## config.mk

```make
export PLATFORM = sky130hd
export DESIGN_NAME = date_to_day_number
export DESIGN_NICKNAME = d
export VERILOG_FILES = /design/src/hw/rtl/d2dn_pkg.sv /design/src/hw/rtl/d2dn_fold.sv /design/src/hw/rtl/d2dn_count.sv /design/src/hw/rtl/d2dn_week.sv /design/src/hw/rtl/date_to_day_number.sv
export SDC_FILE = /design/constraint.sdc
export NUM_CORES = 1
export LEC_CHECK = 0
export BUFFER_PORTS_ARGS = -buffer_cell sky130_fd_sc_hd__buf_4
export CELL_PAD_IN_SITES_DETAIL_PLACEMENT = 1
export CELL_PAD_IN_SITES_GLOBAL_PLACEMENT = 1
export CORE_UTILIZATION = 40
export DETAILED_ROUTE_END_ITERATION = 8
export HOLD_SLACK_MARGIN = 0.06
export PLACE_DENSITY = 0.65
export RECOVER_POWER = 25
export SLEW_MARGIN = 20
export SYNTH_ARGS = -nofsm -noshare
export SYNTH_HDL_FRONTEND = slang
export SYNTH_SLANG_ARGS = --single-unit
```

## constraint.sdc

```tcl
create_clock -name clk -period 18.3 [get_ports clk]
set_input_delay 1.83 -clock clk [delete_from_list [all_inputs] [get_ports clk]]
set_output_delay 1.83 -clock clk [all_outputs]
set_load 0.1 [all_outputs]
```

## src/hw/rtl/d2dn_pkg.sv

```systemverilog
// Shared types, constants and the month offset table for the date to day number pipeline.
`timescale 1ns / 1ps

package d2dn_pkg;

    localparam int YEAR_W = 14;
    localparam int MON_W  = 4;
    localparam int DAY_W  = 5;
    localparam int DN_W   = 22;
    localparam int DOW_W  = 3;

    localparam logic [YEAR_W-1:0] YEAR_MAX = 14'd9999;
    localparam logic [YEAR_W-1:0] YEAR_MIN = 14'd1583;
    localparam logic [MON_W-1:0]  MON_DEC  = 4'd11;
    localparam logic [MON_W-1:0]  MON_JAN  = 4'd0;
    localparam logic [MON_W-1:0]  MON_FEB  = 4'd1;

    // Month fold: offset the signed month by 12*171 so the quotient is unsigned.
    localparam logic [12:0] MON_BIAS   = 13'd2052;
    localparam logic [8:0]  MON_QBIAS  = 9'd171;
    localparam logic [11:0] RECIP_12   = 12'd2731;   // ceil(2^15 / 12)
    localparam int          RECIP_12_SH = 15;
    localparam logic [12:0] RECIP_100  = 13'd5243;   // ceil(2^19 / 100)
    localparam int          RECIP_100_SH = 19;

    localparam logic [1:0] MODE_360 = 2'd0;
    localparam logic [1:0] MODE_365 = 2'd2;

    localparam logic [DOW_W-1:0] DAYS_PER_WEEK = 3'd7;

    typedef struct packed {
        logic [YEAR_W-1:0] year;
        logic [MON_W-1:0]  month;
        logic [DAY_W-1:0]  day;
        logic [1:0]        mode;
    } fold_t;

    typedef struct packed {
        logic [DN_W-1:0]   day_number;
        logic [YEAR_W-1:0] year;
        logic [MON_W-1:0]  month;
    } count_t;

    // Days before the first of each month in a 365-day year.
    function automatic logic [8:0] month_start(input logic [MON_W-1:0] mon);
        logic [8:0] res;
        case (mon)
            4'd0:    res = 9'd0;
            4'd1:    res = 9'd31;
            4'd2:    res = 9'd59;
            4'd3:    res = 9'd90;
            4'd4:    res = 9'd120;
            4'd5:    res = 9'd151;
            4'd6:    res = 9'd181;
            4'd7:    res = 9'd212;
            4'd8:    res = 9'd243;
            4'd9:    res = 9'd273;
            4'd10:   res = 9'd304;
            4'd11:   res = 9'd334;
            default: res = 9'd0;
        endcase
        return res;
    endfunction

endpackage

```

## src/hw/rtl/d2dn_fold.sv

```systemverilog
// Two pipeline stages: fold the month into the year, then clamp year, month and day.
`timescale 1ns / 1ps

module d2dn_fold (
    input  logic                   clk,
    input  logic                   rst_n,
    input  logic                   in_valid,
    output logic                   in_ready,
    input  logic [15:0]            year_in,
    input  logic [11:0]            month_in,
    input  logic [7:0]             day_in,
    input  logic [1:0]             calendar_mode,
    output logic                   out_valid,
    input  logic                   out_ready,
    output d2dn_pkg::fold_t        out_data
);
    import d2dn_pkg::*;

    logic        s1_valid_reg;
    logic [12:0] s1_x_reg;
    logic [8:0]  s1_q_reg;
    logic [15:0] s1_year_reg;
    logic [7:0]  s1_day_reg;
    logic [1:0]  s1_mode_reg;
    logic        s1_ready;

    logic        s2_valid_reg;
    fold_t       s2_data_reg;
    logic        s2_ready;

    logic [12:0] x_next;
    logic [24:0] prod;
    logic [8:0]  q_next;

    logic [12:0] rem_full;
    logic [16:0] year_sum;
    fold_t       fold_next;

    assign s2_ready = !s2_valid_reg || out_ready;
    assign s1_ready = !s1_valid_reg || s2_ready;
    assign in_ready = s1_ready;

    // Stage 1: biased month and quotient by reciprocal multiply
    always_comb
    begin
        x_next = 13'($signed({month_in[11], month_in}) + $signed(MON_BIAS));
        prod   = 25'(x_next) * 25'(RECIP_12);
        q_next = prod[RECIP_12_SH +: 9];
    end

    always_ff @(posedge clk or negedge rst_n)
    begin
        if (!rst_n)
        begin
            s1_valid_reg <= 1'b0;
        end
        else if (s1_ready)
        begin
            s1_valid_reg <= in_valid;
        end
    end

    always_ff @(posedge clk)
    begin
        if (s1_ready && in_valid)
        begin
            s1_x_reg    <= x_next;
            s1_q_reg    <= q_next;
            s1_year_reg <= year_in;
            s1_day_reg  <= day_in;
            s1_mode_reg <= calendar_mode;
        end
    end

    // Stage 2: remainder, year carry and clamping
    always_comb
    begin
        rem_full = s1_x_reg - 13'(s1_q_reg) * 13'd12;
        year_sum = 17'($signed(s1_year_reg)) + 17'(s1_q_reg) - 17'(MON_QBIAS);
        fold_next.mode  = s1_mode_reg;
        fold_next.year  = year_sum[YEAR_W-1:0];
        fold_next.month = rem_full[MON_W-1:0];
        if ($signed(year_sum) > $signed(17'(YEAR_MAX)))
        begin
            fold_next.year  = YEAR_MAX;
            fold_next.month = MON_DEC;
        end
        if ($signed(year_sum) < $signed(17'(YEAR_MIN)))
        begin
            fold_next.year  = YEAR_MIN;
            fold_next.month = MON_JAN;
        end
        if (s1_day_reg == 8'd0 || s1_day_reg > 8'd31)
        begin
            fold_next.day = 5'd1;
        end
        else
        begin
            fold_next.day = s1_day_reg[DAY_W-1:0];
        end
    end

    always_ff @(posedge clk or negedge rst_n)
    begin
        if (!rst_n)
        begin
            s2_valid_reg <= 1'b0;
        end
        else if (s2_ready)
        begin
            s2_valid_reg <= s1_valid_reg;
        end
    end

    always_ff @(posedge clk)
    begin
        if (s2_ready && s1_valid_reg)
        begin
            s2_data_reg <= fold_next;
        end
    end

    assign out_valid = s2_valid_reg;
    assign out_data  = s2_data_reg;

endmodule

```

## src/hw/rtl/d2dn_count.sv

```systemverilog
// Two pipeline stages: per-mode year and month terms with leap days, then the final day sum.
`timescale 1ns / 1ps

module d2dn_count (
    input  logic                   clk,
    input  logic                   rst_n,
    input  logic                   in_valid,
    output logic                   in_ready,
    input  d2dn_pkg::fold_t        in_data,
    output logic                   out_valid,
    input  logic                   out_ready,
    output d2dn_pkg::count_t       out_data
);
    import d2dn_pkg::*;

    logic              s1_valid_reg;
    logic [DN_W-1:0]   s1_base_reg;
    logic [11:0]       s1_leap_reg;
    logic [DAY_W-1:0]  s1_day_reg;
    logic [YEAR_W-1:0] s1_year_reg;
    logic [MON_W-1:0]  s1_month_reg;
    logic              s1_ready;

    logic              s2_valid_reg;
    count_t            s2_data_reg;
    logic              s2_ready;

    logic [YEAR_W-1:0] leap_year;
    logic [26:0]       cent_prod;
    logic [6:0]        cent;
    logic [11:0]       leap_next;
    logic [DN_W-1:0]   base_next;
    count_t            count_next;

    assign s2_ready = !s2_valid_reg || out_ready;
    assign s1_ready = !s1_valid_reg || s2_ready;
    assign in_ready = s1_ready;

    // Stage 1: January and February count leap days up to the previous year
    always_comb
    begin
        if (in_data.month == MON_JAN || in_data.month == MON_FEB)
        begin
            leap_year = in_data.year - 14'd1;
        end
        else
        begin
            leap_year = in_data.year;
        end
        cent_prod = 27'(leap_year) * 27'(RECIP_100);
        cent      = cent_prod[RECIP_100_SH +: 7];
        leap_next = 12'(leap_year >> 2) - 12'(cent) + 12'(cent >> 2);

        if (in_data.mode == MODE_360)
        begin
            base_next = 22'(in_data.year) * 22'd360 + 22'(in_data.month) * 22'd30;
        end
        else
        begin
            base_next = 22'(in_data.year) * 22'd365 + 22'(month_start(in_data.month));
        end
        if (in_data.mode == MODE_360 || in_data.mode == MODE_365)
        begin
            leap_next = 12'd0;
        end
    end

    always_ff @(posedge clk or negedge rst_n)
    begin
        if (!rst_n)
        begin
            s1_valid_reg <= 1'b0;
        end
        else if (s1_ready)
        begin
            s1_valid_reg <= in_valid;
        end
    end

    always_ff @(posedge clk)
    begin
        if (s1_ready && in_valid)
        begin
            s1_base_reg  <= base_next;
            s1_leap_reg  <= leap_next;
            s1_day_reg   <= in_data.day;
            s1_year_reg  <= in_data.year;
            s1_month_reg <= in_data.month;
        end
    end

    // Stage 2: add the pieces
    always_comb
    begin
        count_next.day_number = s1_base_reg + 22'(s1_leap_reg) + 22'(s1_day_reg) - 22'd1;
        count_next.year       = s1_year_reg;
        count_next.month      = s1_month_reg;
    end

    always_ff @(posedge clk or negedge rst_n)
    begin
        if (!rst_n)
        begin
            s2_valid_reg <= 1'b0;
        end
        else if (s2_ready)
        begin
            s2_valid_reg <= s1_valid_reg;
        end
    end

    always_ff @(posedge clk)
    begin
        if (s2_ready && s1_valid_reg)
        begin
            s2_data_reg <= count_next;
        end
    end

    assign out_valid = s2_valid_reg;
    assign out_data  = s2_data_reg;

endmodule

```

## src/hw/rtl/d2dn_week.sv

```systemverilog
// Output stage: day number mod 7 by octal digit sums, weekday column, result register.
`timescale 1ns / 1ps

module d2dn_week (
    input  logic                   clk,
    input  logic                   rst_n,
    input  logic                   in_valid,
    output logic                   in_ready,
    input  d2dn_pkg::count_t       in_data,
    input  logic [2:0]             week_start,
    output logic                   out_valid,
    input  logic                   out_ready,
    output logic [47:0]            out_tdata
);
    import d2dn_pkg::*;

    logic              valid_reg;
    logic [47:0]       data_reg;

    logic [23:0]       dn_pad;
    logic [5:0]        digit_sum;
    logic [3:0]        fold_sum;
    logic [DOW_W-1:0]  dow;
    logic [DOW_W-1:0]  ws;
    logic [DOW_W-1:0]  col;
    logic [47:0]       data_next;

    assign in_ready = !valid_reg || out_ready;

    // 8 = 1 mod 7, so summing octal digits keeps the residue
    always_comb
    begin
        dn_pad    = 24'(in_data.day_number);
        digit_sum = 6'd0;
        for (int i = 0; i < 8; i++)
        begin
            digit_sum = digit_sum + 6'(dn_pad[3*i +: 3]);
        end
        fold_sum = 4'(digit_sum[5:3]) + 4'(digit_sum[2:0]);
        if (fold_sum >= 4'd14)
        begin
            dow = 3'(fold_sum - 4'd14);
        end
        else if (fold_sum >= 4'(DAYS_PER_WEEK))
        begin
            dow = 3'(fold_sum - 4'(DAYS_PER_WEEK));
        end
        else
        begin
            dow = fold_sum[DOW_W-1:0];
        end

        // a week start of seven acts as Sunday
        ws = (week_start == DAYS_PER_WEEK) ? 3'd0 : week_start;
        if (dow >= ws)
        begin
            col = dow - ws;
        end
        else
        begin
            col = dow + DAYS_PER_WEEK - ws;
        end

        data_next = {2'b00, in_data.month, in_data.year, col, dow, in_data.day_number};
    end

    always_ff @(posedge clk or negedge rst_n)
    begin
        if (!rst_n)
        begin
            valid_reg <= 1'b0;
        end
        else if (in_ready)
        begin
            valid_reg <= in_valid;
        end
    end

    always_ff @(posedge clk)
    begin
        if (in_ready && in_valid)
        begin
            data_reg <= data_next;
        end
    end

    assign out_valid = valid_reg;
    assign out_tdata = data_reg;

endmodule

```

## src/hw/rtl/date_to_day_number.sv

```systemverilog
// Top level: date to day number converter with 360, 365 and Gregorian modes.
//
//  port group   dir  payload
//  s_axis       in   tdata: year_in[15:0], month_in[27:16], day_in[35:28]; tuser: calendar_mode
//  m_axis       out  tdata: day_number, day_of_week, weekday_column, normalized_year, month
//  cfg          in   cfg_wdata: week_start, written when cfg_we is high
//
// Accepts one beat per clock while m_axis_tready keeps the pipeline moving; a beat taken
// on s_axis is registered in each stage in turn before it is presented on m_axis.
// The five register stages are: month fold, clamp, mode terms, day sum, week and output.
// Ready is combinational through all stages: a full pipeline with m_axis_tready low drops
// s_axis_tready in the same cycle, and an empty stage still takes a beat, so bubbles
// are squeezed out.
// Reset clears the stage valid bits and sets week_start to Sunday.
`timescale 1ns / 1ps

module date_to_day_number (
    input  logic        clk,
    input  logic        rst_n,
    input  logic        s_axis_tvalid,
    output logic        s_axis_tready,
    input  logic [39:0] s_axis_tdata,   // year_in[15:0], month_in[27:16], day_in[35:28], zeros
    input  logic [1:0]  s_axis_tuser,   // calendar_mode[1:0]
    output logic        m_axis_tvalid,
    input  logic        m_axis_tready,
    output logic [47:0] m_axis_tdata,   // day_number[21:0], day_of_week[24:22],
                                        // weekday_column[27:25], normalized_year[41:28],
                                        // normalized_month[45:42], zeros
    input  logic        cfg_we,
    input  logic [2:0]  cfg_wdata
);
    import d2dn_pkg::*;

    logic [2:0] week_start_reg;

    logic       fold_valid;
    logic       fold_ready;
    fold_t      fold_data;
    logic       count_valid;
    logic       count_ready;
    count_t     count_data;

    always_ff @(posedge clk or negedge rst_n)
    begin
        if (!rst_n)
        begin
            week_start_reg <= 3'd0;
        end
        else if (cfg_we)
        begin
            week_start_reg <= cfg_wdata;
        end
    end

    d2dn_fold u_fold (
        .clk           (clk),
        .rst_n         (rst_n),
        .in_valid      (s_axis_tvalid),
        .in_ready      (s_axis_tready),
        .year_in       (s_axis_tdata[15:0]),
        .month_in      (s_axis_tdata[27:16]),
        .day_in        (s_axis_tdata[35:28]),
        .calendar_mode (s_axis_tuser),
        .out_valid     (fold_valid),
        .out_ready     (fold_ready),
        .out_data      (fold_data)
    );

    d2dn_count u_count (
        .clk       (clk),
        .rst_n     (rst_n),
        .in_valid  (fold_valid),
        .in_ready  (fold_ready),
        .in_data   (fold_data),
        .out_valid (count_valid),
        .out_ready (count_ready),
        .out_data  (count_data)
    );

    d2dn_week u_week (
        .clk        (clk),
        .rst_n      (rst_n),
        .in_valid   (count_valid),
        .in_ready   (count_ready),
        .in_data    (count_data),
        .week_start (week_start_reg),
        .out_valid  (m_axis_tvalid),
        .out_ready  (m_axis_tready),
        .out_tdata  (m_axis_tdata)
    );

endmodule
```

==> metrics.log <==
[metrics] most common cell after layout, fill and taps aside: sky130_fd_sc_hd__inv_1
[metrics] number of primary I/O pins: 100
[metrics] min cycle time layout: 10200 ps
[metrics] worst-case reg-to-reg path depth: 38
[metrics] fraction of synthesized area in multiplexers: 0.556%
[metrics] maximum number of pins on one net before global-route repair: 58
[metrics] post-detail-place hpwl: 42800 um
[metrics] Worst Skew: 21.2 ps
[metrics] Max-Slew Margin vs Limit: 44.5%
[metrics] number of clock buffers inserted by TritonCTS: 26
[metrics] Syn-to-layout area delta: 11.1%
[metrics] final setup TNS: 0 ps
[metrics] share of the yosys chip area belonging to registers: 28.8%
[metrics] post-route standard cell area excluding fillers: 0.0248 sq mm
[metrics] number of filler cells placed in the layout: 6162
[metrics] Simple-Gate Fraction of Synth Area: 7.47%
[metrics] Slowest cell on crit path: sky130_fd_sc_hd__edfxtp_1
[metrics] unrepaired setup endpoints after global routing: false
[metrics] required time of the critical path: about 19000 ps
[metrics] routed len/inst: 16.8 um
[metrics] H-Tree Depth: 1
[metrics] root buffer selected by CTS: sky130_fd_sc_hd__clkbuf_16
[metrics] DR iter-0 viols: 492
[metrics] M1 wire length: 23200 um
[metrics] peak fanout along the critical path: 14
[metrics] proportion of layout cells with a drive suffix above 1: 7.71%
[metrics] Final setup viols: 0
[metrics] post-synthesis cell type count: 78
[metrics] cts-stage hold buffer count: 0
[metrics] element type at the critical path end: flop
[metrics] clock buffer depth: 3
[metrics] Syn. warnings: 0
[metrics] pin slew with the least headroom to its limit: 811 ps
[metrics] Die Outline Area: 0.0567 sq mm
[metrics] Via density: ~5.0
[metrics] outcome: finished, final reports clean
[metrics] max-slew violations: 0
[metrics] share of the core filled with cells in the final layout: 44.9%
[metrics] adder and majority cell fraction of the synthesized area: 39.1%
[metrics] sinks on the clock net: 215
[metrics] Die Wd: 238 um
[metrics] Cells on Worst Hold Path: 0
[metrics] startpoint of the lowest-slack register-to-register path: u_fold.out_data[9]$_SDFFCE_PP0P_
[metrics] flip-flop count of the largest register after layout: between 40 and 50
[metrics] XOR/XNOR Fraction of Synth Area: 5.69%
[metrics] Final Hold Viols: 0
[metrics] global-route congestion overflow total: 0
[metrics] cell area after synthesis: 0.0223 sq mm
[metrics] Post-Syn Area per Cell: 10.5 sq um
[metrics] initial antenna violation count: 1
[metrics] post-route antenna net violation count: 0
[metrics] Die Ht: 238 um
[metrics] combined area of the multi-input logic cells: 0.0140 sq mm
[metrics] Total Routed Length: 50400 um
[metrics] WP data arrival: 10500 ps
[metrics] share of flip-flops with an asynchronous set or reset: between 3 and 4%
[metrics] Detailed Routing Iterations Pass 1: 7
[metrics] met2 routed wirelength: around 25000 um
[metrics] placeable core region: ~0.055 sq mm
[metrics] RD Place Congestion: 0.834
[metrics] clock input transition at the sequential cells of the worst setup and hold paths: approximately 60 ps
[metrics] count of mapped cells out of synthesis: 2120
[metrics] flop and latch count out of synthesis: 215
[metrics] combinational family with the most area after synthesis: adder cells
[metrics] highest-count cells in the layout ignoring fill and taps: sky130_fd_sc_hd__inv_1, sky130_fd_sc_hd__ha_1, sky130_fd_sc_hd__edfxtp_1
[metrics] DR WL met3: 1630 um
[metrics] number of global-route vias before repair: 16300
[metrics] port buffer count: 93
[metrics] register-to-register path setup slack: 8100 ps
[metrics] all-layer global routing usage: 18.4%
[metrics] reported max-cap violation count: 0
[metrics] Worst path max stage delay: 740 ps
[metrics] Worst Setup Start Kind: flop
[metrics] CTS tree: done
[metrics] Worst Min Path Start: u_count.out_data[11]$_DFFE_PP_
[metrics] number of inserted diodes: 0
[metrics] number of vias after detailed routing: approximately 15000
[metrics] Highest Clock Rate: 98.0 MHz
[metrics] type of the worst setup path: flop to flop
[metrics] global-route wire length before repair: 82900 um
[metrics] cell row count: 86
[metrics] Reg-to-Reg End: u_count.s1_leap_reg[11]$_SDFFCE_PP0P_
[metrics] capture endpoint of the worst hold path: u_week.out_tdata[35]$_DFFE_PP_
[metrics] Post-CTS Setup Inserts: 0
[metrics] complex-gate fraction of the synthesized area: under 10%
[metrics] final worst-path cycle share: a little under three fifths
[metrics] min-delay worst type: flop to flop
[metrics] Post-Place Cell Area: 0.0239 sq mm
[metrics] number of gates given a new drive strength after cts: 0
[metrics] drc violations: 0
[metrics] Max Used Layer: met4
[metrics] number of enable-type register cells in the synthesized netlist: a little over 200
[metrics] final net count: roughly 2900
[metrics] area of all sequential standard cells: 0.00642 sq mm
[metrics] insertion delay to the later sink of the worst-skew pair: 570 ps
[metrics] Post-synth top flop: sky130_fd_sc_hd__edfxtp_1
[metrics] crit path from: u_fold.out_data[9]$_SDFFCE_PP0P_
[metrics] starting density of the core: 40.4%
-- worst max-delay path, delay by kind of cell, from the launching register on --
kind	cells	cell delay (ps)
AO/OA/AOI/OAI	12	2390
buffers and inverters	6	880
multiplexers	1	170
XOR/XNOR	3	1120
AND/OR/NAND/NOR	7	1390
adder cells (fa/ha/maj)	9	3240
flip-flops	1	740
-- synthesized netlist by cell type (all sizes together) (4+ instances only) --
master / instances / area (sq um)
a211o: 7 / 61.3
a211oi: 13 / 97.6
a21boi: 10 / 75.1
a21o: 43 / 323
a21oi: 86 / 434
a22oi: 5 / 37.5
a31o: 6 / 52.6
a31oi: 10 / 62.6
a41o: 4 / 40.0
and2: 15 / 93.8
and3: 22 / 138
buf: 5 / 30.0
clkbuf: 9 / 33.8
dfrtp: 8 / 200
edfxtp: 207 / 6220
fa: 193 / 3860
ha: 388 / 4850
inv: 498 / 1870
mux2i: 9 / 90.1
nand2: 65 / 244
nand2b: 15 / 93.8
nand3: 27 / 135
nand4: 5 / 31.3
nor2: 91 / 344
nor2b: 17 / 106
nor3: 26 / 130
nor4: 10 / 62.6
o21a: 21 / 158
o21ai: 54 / 270
o21bai: 14 / 105
o22ai: 7 / 43.8
o31a: 4 / 35.0
o31ai: 12 / 95.1
or2: 15 / 93.8
or3: 12 / 75.1
xnor2: 93 / 815
xor2: 51 / 454
-- how the worst max path moves through the flow --
| stage | depth (start not counted) | endpoint | slack, ps |
|---|---|---|---|
| 5_1_grt | 38 | u_count.s1_leap_reg[11]$_SDFFCE_PP0P_ | 7250 |
| 4_1_cts | 38 | u_count.s1_leap_reg[11]$_SDFFCE_PP0P_ | 8010 |
| 3_3_place_gp | 38 | u_count.s1_leap_reg[11]$_SDFFCE_PP0P_ | 8220 |
| 2_1_floorplan | 40 | u_count.s1_leap_reg[11]$_SDFFCE_PP0P_ | 9310 |
| 6_report | 38 | u_count.s1_leap_reg[11]$_SDFFCE_PP0P_ | 8100 |
| 3_5_place_dp | 38 | u_count.s1_leap_reg[11]$_SDFFCE_PP0P_ | 8030 |
-- metal layers --
layer  GRT usage, %  vias up
li1               -     7311
met1           23.8     7413
met2           32.6      181
met4           3.83        0
met3           2.41       44
met5              0        -
-- metrics by stage --
step | worst slack [ps] | instances | hold WS (ps)
floorplan | 9310 | 2121 | 400
global placement | 8220 | 2956 | 402
detailed placement | 8030 | 2956 | 406
CTS | 8010 | 3004 | 419
global route | 7250 | 3004 | 424
finish | 8100 | 3004 | 417
-- cells by family (layout without fill, tap and decap cells) --
family / after synthesis / count (layout)
adders and majority gates: 581 / 581
other: 1 / 2
xor gates and xnor gates: 144 / 144
and+or+nand+nor: 333 / 333
DFF: 215 / 215
muxes: 12 / 12
AOI/OAI and AO/OA: 322 / 322
buffers and inverters: 512 / 647
-- area by class of cell --
cell class / count / area share [%]
multi-input cells: 1394 / 56.4
flip-flops and latches: 215 / 25.9
inverters: 498 / 7.55
well taps: 748 / 3.78
repair buffers: 101 / 3.05
clock buffers: 36 / 2.78
clock inverters: 12 / 0.531
Power is left out: the tool's default activity adds up to more than one toggle a clock period on the data nets, which glitch-free logic cannot reach.
